$ cat config.mk
export PLATFORM = sky130hd
export DESIGN_NAME = prf_ctrl
export DESIGN_NICKNAME = d
export VERILOG_FILES = /design/src/rtl/core/prf_pkg.sv /design/src/rtl/core/prf_ctrl.sv
export SDC_FILE = /design/constraint.sdc
export NUM_CORES = 1
export LEC_CHECK = 0
export ABC_AREA = 1
export ABC_CLOCK_PERIOD_IN_PS = 1300
export BUFFER_PORTS_ARGS = -buffer_cell sky130_fd_sc_hd__buf_4
export CAP_MARGIN = 15
export CELL_PAD_IN_SITES_DETAIL_PLACEMENT = 0
export CELL_PAD_IN_SITES_GLOBAL_PLACEMENT = 2
export CORE_MARGIN = 1.5
export CORE_UTILIZATION = 21
export DETAILED_ROUTE_END_ITERATION = 8
export PLACE_DENSITY_LB_ADDON = 0.1
export SETUP_SLACK_MARGIN = 0.15
export SYNTH_ARGS = -nofsm -noshare
export SYNTH_HDL_FRONTEND = slang
export SYNTH_SLANG_ARGS = --single-unit
$ cat constraint.sdc
create_clock -name clk -period 1.3 [get_ports clk]
set_input_delay 0.39 -clock clk [delete_from_list [all_inputs] [get_ports clk]]
set_output_delay 0.39 -clock clk [all_outputs]
set_load 0.005 [all_outputs]
$ cat src/rtl/core/prf_pkg.sv
`default_nettype none

package prf_pkg;

    // Default geometry
    localparam int NUM_QUEUES_DEF  = 5;
    localparam int QUEUE_BYTES_DEF = 1024;

    // Record header: length low, length high, flags
    localparam int HDR_BYTES = 3;

    // Field widths
    localparam int SEL_W  = 3;
    localparam int LEN_W  = 11;
    localparam int BYTE_W = 8;
    localparam int STAT_W = 2;
    localparam int DROP_W = 32;

    // Request function codes
    localparam logic FUNC_PUSH = 1'b0;
    localparam logic FUNC_POP  = 1'b1;

    // Result status codes
    localparam logic [STAT_W-1:0] ST_PUSH_OK   = 2'd0;
    localparam logic [STAT_W-1:0] ST_PUSH_DROP = 2'd1;
    localparam logic [STAT_W-1:0] ST_POPPED    = 2'd2;
    localparam logic [STAT_W-1:0] ST_EMPTY     = 2'd3;

    // Kind of result beat to build
    localparam logic [1:0] EMIT_PUSH  = 2'd0;
    localparam logic [1:0] EMIT_EMPTY = 2'd1;
    localparam logic [1:0] EMIT_POP   = 2'd2;

    // Header byte capture selector
    localparam logic [1:0] CAP_NONE  = 2'd0;
    localparam logic [1:0] CAP_LO    = 2'd1;
    localparam logic [1:0] CAP_HI    = 2'd2;
    localparam logic [1:0] CAP_FLAGS = 2'd3;

    // Controller to datapath commands
    typedef struct packed {
        logic       load_item;
        logic       push_open;
        logic       push_data;
        logic       push_lo;
        logic       push_hi;
        logic       pop_start;
        logic       pop_next;
        logic       pop_arm;
        logic       pop_read;
        logic [1:0] cap;
        logic       emit;
        logic [1:0] kind;
    } cmd_t;

    // Datapath to controller status
    typedef struct packed {
        logic push_in_record;
        logic push_admitted;
        logic pop_in_record;
        logic item_last;
        logic found;
        logic len_zero;
        logic out_free;
    } sts_t;

endpackage

`default_nettype wire

$ cat src/rtl/core/prf_ctrl.sv
`default_nettype none

module prf_ctrl (
    input  wire logic          clk,
    input  wire logic          rst_n,
    input  wire logic          req_valid,
    output logic               req_stall,
    input  wire logic          func,
    input  wire prf_pkg::sts_t sts,
    output prf_pkg::cmd_t      cmd
);

    localparam logic [3:0] S_IDLE      = 4'd0;
    localparam logic [3:0] S_PUSH_OPEN = 4'd1;
    localparam logic [3:0] S_PUSH_DATA = 4'd2;
    localparam logic [3:0] S_PUSH_LO   = 4'd3;
    localparam logic [3:0] S_PUSH_HI   = 4'd4;
    localparam logic [3:0] S_POP_SCAN  = 4'd5;
    localparam logic [3:0] S_POP_H1    = 4'd6;
    localparam logic [3:0] S_POP_H2    = 4'd7;
    localparam logic [3:0] S_POP_H3    = 4'd8;
    localparam logic [3:0] S_POP_RD    = 4'd9;
    localparam logic [3:0] S_DONE      = 4'd10;

    logic [3:0] state_reg;
    logic [3:0] state_next;
    logic [1:0] kind_reg;
    logic [1:0] kind_next;

    // State and result kind registers
    always_ff @(posedge clk or negedge rst_n)
    begin
        if (!rst_n)
        begin
            state_reg <= S_IDLE;
            kind_reg  <= prf_pkg::EMIT_PUSH;
        end
        else
        begin
            state_reg <= state_next;
            kind_reg  <= kind_next;
        end
    end

    assign req_stall = (state_reg != S_IDLE);

    // Sequencer
    always_comb
    begin
        state_next    = state_reg;
        kind_next     = kind_reg;
        cmd           = '0;
        cmd.cap       = prf_pkg::CAP_NONE;
        cmd.kind      = kind_reg;
        case (state_reg)
            S_IDLE:
            begin
                if (req_valid)
                begin
                    cmd.load_item = 1'b1;
                    if (func == prf_pkg::FUNC_POP)
                        state_next = sts.pop_in_record ? S_POP_RD : S_POP_SCAN;
                    else
                        state_next = sts.push_in_record ? S_PUSH_DATA : S_PUSH_OPEN;
                end
            end
            S_PUSH_OPEN:
            begin
                cmd.push_open = 1'b1;
                state_next    = S_PUSH_DATA;
            end
            S_PUSH_DATA:
            begin
                cmd.push_data = 1'b1;
                kind_next     = prf_pkg::EMIT_PUSH;
                if (sts.item_last && sts.push_admitted)
                    state_next = S_PUSH_LO;
                else
                    state_next = S_DONE;
            end
            S_PUSH_LO:
            begin
                cmd.push_lo = 1'b1;
                state_next  = S_PUSH_HI;
            end
            S_PUSH_HI:
            begin
                cmd.push_hi = 1'b1;
                state_next  = S_DONE;
            end
            S_POP_SCAN:
            begin
                if (sts.found)
                begin
                    cmd.pop_start = 1'b1;
                    state_next    = S_POP_H1;
                end
                else
                begin
                    kind_next  = prf_pkg::EMIT_EMPTY;
                    state_next = S_DONE;
                end
            end
            S_POP_H1:
            begin
                cmd.cap      = prf_pkg::CAP_LO;
                cmd.pop_next = 1'b1;
                state_next   = S_POP_H2;
            end
            S_POP_H2:
            begin
                cmd.cap      = prf_pkg::CAP_HI;
                cmd.pop_next = 1'b1;
                state_next   = S_POP_H3;
            end
            S_POP_H3:
            begin
                cmd.cap = prf_pkg::CAP_FLAGS;
                if (sts.len_zero)
                begin
                    kind_next  = prf_pkg::EMIT_EMPTY;
                    state_next = S_DONE;
                end
                else
                begin
                    cmd.pop_arm = 1'b1;
                    state_next  = S_POP_RD;
                end
            end
            S_POP_RD:
            begin
                cmd.pop_read = 1'b1;
                kind_next    = prf_pkg::EMIT_POP;
                state_next   = S_DONE;
            end
            S_DONE:
            begin
                if (sts.out_free)
                begin
                    cmd.emit   = 1'b1;
                    state_next = S_IDLE;
                end
            end
            default:
            begin
                state_next = S_IDLE;
            end
        endcase
    end

endmodule

`default_nettype wire

==> After elaboration in Yosys (flattened, before gate mapping) <==
Index checks and enable logic that the tools add are counted.
{ "totals": {"ff_bits": 6} }
{ "classes": {"n_eq_ne": 14, "reduce_logical": 8, "mux": 27} }
{ "ops": {"columns": ["cell", "count"], "rows": [
  ["$pmux 4 s10", 1],
  ["$mux 4", 6],
  ["$eq 4x3->1 const B", 4],
  ["$mux 1", 14],
  ["$eq 4x4->1 const B", 3],
  ["$eq 4x2->1 const B", 2],
  ["$mux 2", 4],
  ["$ne 2x2->1 const B", 4],
  ["$pmux 2 s4", 1],
  ["$reduce_bool 4->1", 2],
  ["$pmux 2 s3", 1],
  ["$eq 4x1->1 const B", 1],
  ["$logic_not 4->1", 1],
  ["$reduce_or 2->1", 2],
  ["$reduce_and 3->1", 1],
  ["$reduce_and 2->1", 1],
  ["$logic_and 1x1->1", 1]
]} }

==> Logic depth before layout (Yosys ltp) <==
Gate-level depths: netlist of run 1.
{ "depth": {"word_depth": 4, "ltp_mapped": 8, "depth_no_buf": 8} }

==> Least setup slack after synthesis of run 1 <==
No wires, ideal clock.
{ "synth_path": {"kind": "flip-flop to output port", "from": "register state_reg[3]", "to": "output cmd[13] (netlist name)", "path_buffers": 0, "path_stages_with_launch": 4, "required_ps": 910, "t_arrival_ps": 885, "path_slack_ps": 25, "cell_sequence": "dfrtp_1 -> nor2_1 -> nand2_2 -> nor2_1"} }
{ "synth_rtl": {"columns": ["item", "line_no", "text"], "rows": [
  ["start: declaration", "prf_ctrl.sv:25", "logic [3:0] state_reg;"],
  ["start signal: assignment", "prf_ctrl.sv:40", "state_reg <= state_next;"],
  ["end: declaration", "prf_ctrl.sv:10", "output prf_pkg::cmd_t cmd"]
]} }

==> results of run 1 <==
synth_stat cells:
library cell | number | area share (%)
dfrtp_1 | 6 | 27
a21oi_1 | 1 | 0.91
o21ai_0 | 1 | 0.91
nor2_2 | 1 | 1.1
nor2_4 | 4 | 8.2
o21ai_2 | 3 | 4.8
nand2_2 | 2 | 2.3
nor3_1 | 1 | 0.91
nand2_1 | 29 | 20
nand4_1 | 1 | 1.1
o21ai_1 | 1 | 0.91
inv_2 | 3 | 2.0
inv_1 | 17 | 12
nor2_1 | 14 | 9.5
nand3_1 | 8 | 7.3
buf_4 | 1 | 1.4
area by class of cell:
| class | count | area share, % |
|---|---|---|
| clock buffer | 3 | 2.00 |
| inverter | 20 | 6.67 |
| multi-input combinational | 66 | 33.4 |
| sequential | 6 | 13.7 |
| tap | 30 | 3.34 |
| timing repair buffer | 57 | 40.9 |
metal layers:
layer  part of all wire [%]  routed length (microns)  vias to the layer above  GRT usage [%]
met5                      0                        0                        -              0
li1                       -                        -                      397              -
met4                   0.92                       17                        0           3.75
met3                    4.8                       89                        2           3.61
met1                     42                      770                      338           15.9
met2                     53                      971                       21           25.1
tightest hold or removal path: cells and delay by family:
| kind | cells | cell delay [ps] |
|---|---|---|
| buf+inv | 1 | 100 |
| simple gates | 1 | 70 |
| compound gates | 1 | 60 |
where the power goes:
group          leakage [nW]  switching, mW  internal, mW
clock                0.0138         0.0651         0.104
combinational         0.577          0.838         0.929
sequential           0.0739          0.104         0.265
path summary, 6_finish.rpt:
kind                               from            to  cells after the start
max in group asynchronous         rst_n  state_reg[2]                      2
setup / recovery           state_reg[1]       cmd[11]                      5
min in group asynchronous         rst_n   kind_reg[0]                      2
hold reg to reg             kind_reg[1]   kind_reg[1]                      2
hold / removal                req_valid  state_reg[0]                      3
setup reg to reg           state_reg[1]  state_reg[1]                      8
cells by family (layout without fill, tap and decap cells):
logic type / count (synthesis) / in the layout / synth area share [%]
AND/OR/NAND/NOR: 60 / 60 / 50.2
buffers and inverters: 21 / 80 / 15.0
flip-flops: 6 / 6 / 27.3
AO/OA/AOI/OAI: 6 / 6 / 7.50
stage by stage:
| stage | power (mW) | utilization, % |
|---|---|---|
| 5_1_grt | 2.51 | 45.4 |
| 2_1_floorplan | 1.08 | - |
| 4_1_cts | 2.18 | 42.4 |
| 3_5_place_dp | 1.72 | 36.2 |
| 3_3_place_gp | 1.72 | 36.2 |
| 6_report | 2.30 | 45.4 |
repair_timing:
item,CTS,global route
endpoints found under the hold margin,6,0
setup endpoints to repair,19,21
cloned,0,0
pin swaps,13,3
buffers inserted,11,5
hold buffers,1,0
gates resized for setup,10,12
==> key figures, run 1 <==
Run status
  • Status: finished, violations left
  • Failing checks: setup timing

Global route
  • Initial antenna violation count: 0
  • First-pass GRT wire length: 2900 microns
  • Total Routing Usage GR: between 10% and 20%
  • GRT overflow: 0
  • Number of global-route vias before repair: around 700
  • Largest net degree at the start of global routing: 7

Floorplan
  • Die height: 54.2 microns
  • DIE AREA: 2940 sq um
  • Core Region: 2480 sq um
  • Num ports: 26
  • Die width: about 54 microns
  • Initial Util: 22.2%
  • # rows: 18

Setup path
  • CP delay by family, top: flip-flops
  • Crit-path max cell delay: 450 ps
  • Critical path startpoint category: flop
  • CP arrival: 1250 ps
  • CP max FO: 5
  • Critical path capture point type: output port
  • Worst setup path class: flop to output port
  • Worst R2R Setup Slack: -160 ps
  • Worst Path Buf+Inv: 3
  • Cell Chain, Critical Path: inv_2, nor2_4, nand2_1, inv_1, buf_4
  • Required time of the critical path: roughly 910 ps
  • Slowest cell on crit path: dfrtp_2

Clocking
  • CTS buffer count: 3
  • Clk pin slew, worst setup/hold paths: 40 ps
  • Clk sink count: 6
  • CTS tree: done
  • Worst skew pair latency: ~250 ps
  • H-tree Lvls: 1
  • Longest Clk Path Bufs: 2
  • Clock root buffer: clkbuf_4

Flow run
  • Max_cap viols: 0

Place
  • I/O Buffers: 25
  • DP HPWL: 1440 microns
  • DP Worst Slack: -73.6 ps
  • DP Area: 896 sq um
  • Placer congestion estimate: 0.815
  • Placed cells: 162

Finish
  • Design Area, Final: 1120 sq um
  • Most common cell after layout, fill and taps aside: buf_4
  • Share of layout cells above drive strength 1: 59.2%
  • Number of flip-flops in the largest register: 4
  • Register area: 154 sq um
  • Final nets: 165
  • Area of the multi-input gates: 375 sq um
  • Commonest non-fill, non-tap cells in the layout: buf_4 (48), nand2_1 (25), inv_1 (12), nor2_1 (10)
  • Fill count: between 200 and 300
  • Area growth, synth to finish: 104%
  • Finished Layout Cells: 182
  • Antenna cells: 0

STA
  • Fin. max-slew vios: 0
  • RSZ-0062 raised after global routing: yes
  • Final hold violation count: 0
  • Final Critical Period: around 1600 ps
  • Slew @ Worst Pin: roughly 200 ps
  • Relative slew slack: between 80% and 90%
  • Setup slack after layout: -345 ps
  • Setup TNS Final: -4420 ps
  • Maximum clock frequency: a little over 600 MHz
  • Fin crit share: 127%
  • Clk_skew: between 3 and 4 ps
  • Hold WS: roughly 410 ps
  • Final setup violation count: 19

Logic synthesis
  • Cell variety after synth: 16
  • Flops & latches, synth: 6
  • Synthesized netlist cell count: 93
  • Mapped Area: approximately 550 sq um
  • Seq/Total Area, Yosys: 27.3%
  • Mapped Nets: ~100
  • Syn avg cell area: 5.92 sq um
  • Synth warnings: 0

Drt
  • First drt pass iteration count: 3
  • Antenna viol nets, final: 0
  • Avg WL per Cell: 10.1 microns
  • Vias per cell: between 4 and 5
  • DR iter-0 viols: 5
  • DR vias: roughly 760
  • # DRC: 0
  • Total Routed Length: 1850 microns

Power and ir drop
  • PD cells: 2050 nW/um^2
  • Leakage: between 0.6 and 0.7 nW
  • Worst VDD drop: 1.16 mV

Hold path
  • Worst hold path type: input pin to flop
No activity file was read; power rests on OpenSTA's default activity.
==> run 2, diff against run 1 <==
--- a/constraint.sdc
+++ b/constraint.sdc
@@ -3,2 +3,2 @@
 set_output_delay 0.39 -clock clk [all_outputs]
-set_load 0.005 [all_outputs]
+set_load 0.02 [all_outputs]
==> key figures, run 2 (same netlist as run 1, synthesis figures left out) <==
Finish
  • Number of flip-flops in the largest register: 4
  • Finished Layout Cells: 176
  • Commonest non-fill, non-tap cells in the layout: buf_4 (27), nand2_1 (22), buf_6 (22), inv_2 (10), nor2_4 (10)
  • Share of layout cells above drive strength 1: 65.8%
  • Final core utilization: 48.5%
  • Area growth, synth to finish: 118%
  • Antenna cells: 0
  • Final nets: around 160
  • Most common cell after layout, fill and taps aside: buf_4

Power and ir drop
  • Leakage: 0.649 nW
  • Overall power: 2.73 mW
  • Worst VDD drop: around 1.6 mV
  • PD cells: 2270 nW/um^2

Run status
  • Failing checks: setup timing
  • Status: finished, violations left

Global route
  • Largest net degree at the start of global routing: 7
  • GRT overflow: 0
  • Number of global-route vias before repair: 763
  • First-pass GRT wire length: 3080 microns
  • Initial antenna violation count: 0
  • Total Routing Usage GR: 14.4%

Drt
  • First drt pass iteration count: 4
  • Antenna viol nets, final: 0
  • Vias per cell: 4.17
  • DR vias: 734
  • DR iter-0 viols: 6
  • # DRC: 0
  • Total Routed Length: 1840 microns
  • Avg WL per Cell: 10.4 microns

Clocking
  • Longest Clk Path Bufs: 2
  • Clock root buffer: clkbuf_4
  • CTS buffer count: 3
  • CTS tree: done
  • Clk pin slew, worst setup/hold paths: 50 ps
  • H-tree Lvls: 1
  • Clk sink count: 6
  • Worst skew pair latency: 250 ps

Setup path
  • Worst Setup EP: cmd[4]
  • RR Startpoint: state_reg[0]
  • CP arrival: 1260 ps
  • CP max FO: 5
  • Required time of the critical path: around 910 ps
  • Critical path capture point type: output port
  • Critical path startpoint category: flop
  • Critical path origin: state_reg[3]
  • Critical R2R Capture: state_reg[1]
  • Worst setup path class: flop to output port
  • Worst R2R Setup Slack: -260 ps
  • Reg2reg path depth: 9

Floorplan
  • Initial Util: 22.2%
  • Num ports: 26
  • DIE AREA: 2940 sq um
  • # rows: 18
  • Core Region: between 2000 and 2500 sq um
  • Die width: roughly 54 microns
  • Die height: 54.2 microns

Hold path
  • Worst hold path type: input pin to flop
  • HP Start: req_valid

STA
  • Maximum clock frequency: 606 MHz
  • Fin crit share: 127%
  • Final setup violation count: 19
  • Hold WS: ~480 ps
  • Setup TNS Final: -5030 ps
  • Clk_skew: 2.82 ps
  • Fin. max-slew vios: 0
  • Slew @ Worst Pin: 241 ps
  • Final hold violation count: 0
  • Setup slack after layout: -351 ps
  • Final Critical Period: 1650 ps
  • RSZ-0062 raised after global routing: yes
  • Relative slew slack: between 80% and 90%

Flow run
  • Max_cap viols: 0

Place
  • Placer congestion estimate: 0.747
  • I/O Buffers: 25
  • DP HPWL: 1530 microns
  • Placed cells: approximately 160
## run 2: critical path: stages (launching register included)
cell     delay, ps
dfrtp_2        410
inv_4           60
nor2_4         210
nand2_4        110
o21ai_4         80
buf_6          130
## run 2: metrics by stage
| step | cell area [sq um] | setup WS [ps] |
|---|---|---|
| after CTS | 1140 | -358 |
| final | 1200 | -351 |
| after floorplan | 653 | -39.8 |
| after detailed placement | 980 | -132 |
| after global routing | 1200 | -394 |
| after global placement | 980 | -122 |
## run 2: report_power, final
group | switching [mW] | internal [mW] | total [mW]
Clock | 0.0797 | 0.117 | 0.197
Sequential | 0.121 | 0.268 | 0.389
Combinational | 1.11 | 1.04 | 2.15
## run 2: worst min-delay path by stage
| stage | end | cells past startpoint | slack (ps) |
|---|---|---|---|
| 6_report | state_reg[3] | 5 | 480 |
| 3_3_place_gp | kind_reg[1] | 1 | 200 |
| 2_1_floorplan | kind_reg[0] | 0 | 90 |
| 5_1_grt | state_reg[3] | 5 | 500 |
| 4_1_cts | state_reg[0] | 3 | 450 |
| 3_5_place_dp | kind_reg[1] | 1 | 200 |
## run 2: final cells by class
cell class / count / area [sq um]
Inverter: 20 / 77.6
Fill cell: 270 / 1270
Timing Repair Buffer: 50 / 460
Tap cell: 30 / 37.5
Multi-Input combinational cell: 66 / 445
Clock buffer: 4 / 26.3
Sequential cell: 6 / 155
## run 2: layer usage
layer | routed length, microns | GRT usage [%] | up-vias | part of all wire, %
li1 | - | - | 386 | -
met1 | 814 | 18.0 | 335 | 44
met2 | 959 | 26.3 | 13 | 52
met3 | 65 | 3.33 | 0 | 3.5
met4 | 0 | 0 | 0 | 0
met5 | 0 | 0 | - | 0
## run 2: what timing repair did
| action | in CTS | in global routing |
|---|---|---|
| endpoints found under the hold margin | 6 | 0 |
| pin swaps | 16 | 13 |
| hold buffers | 1 | 0 |
| setup endpoints to repair | 21 | 21 |
| setup buffers | 5 | 4 |
| gates resized for setup | 24 | 10 |
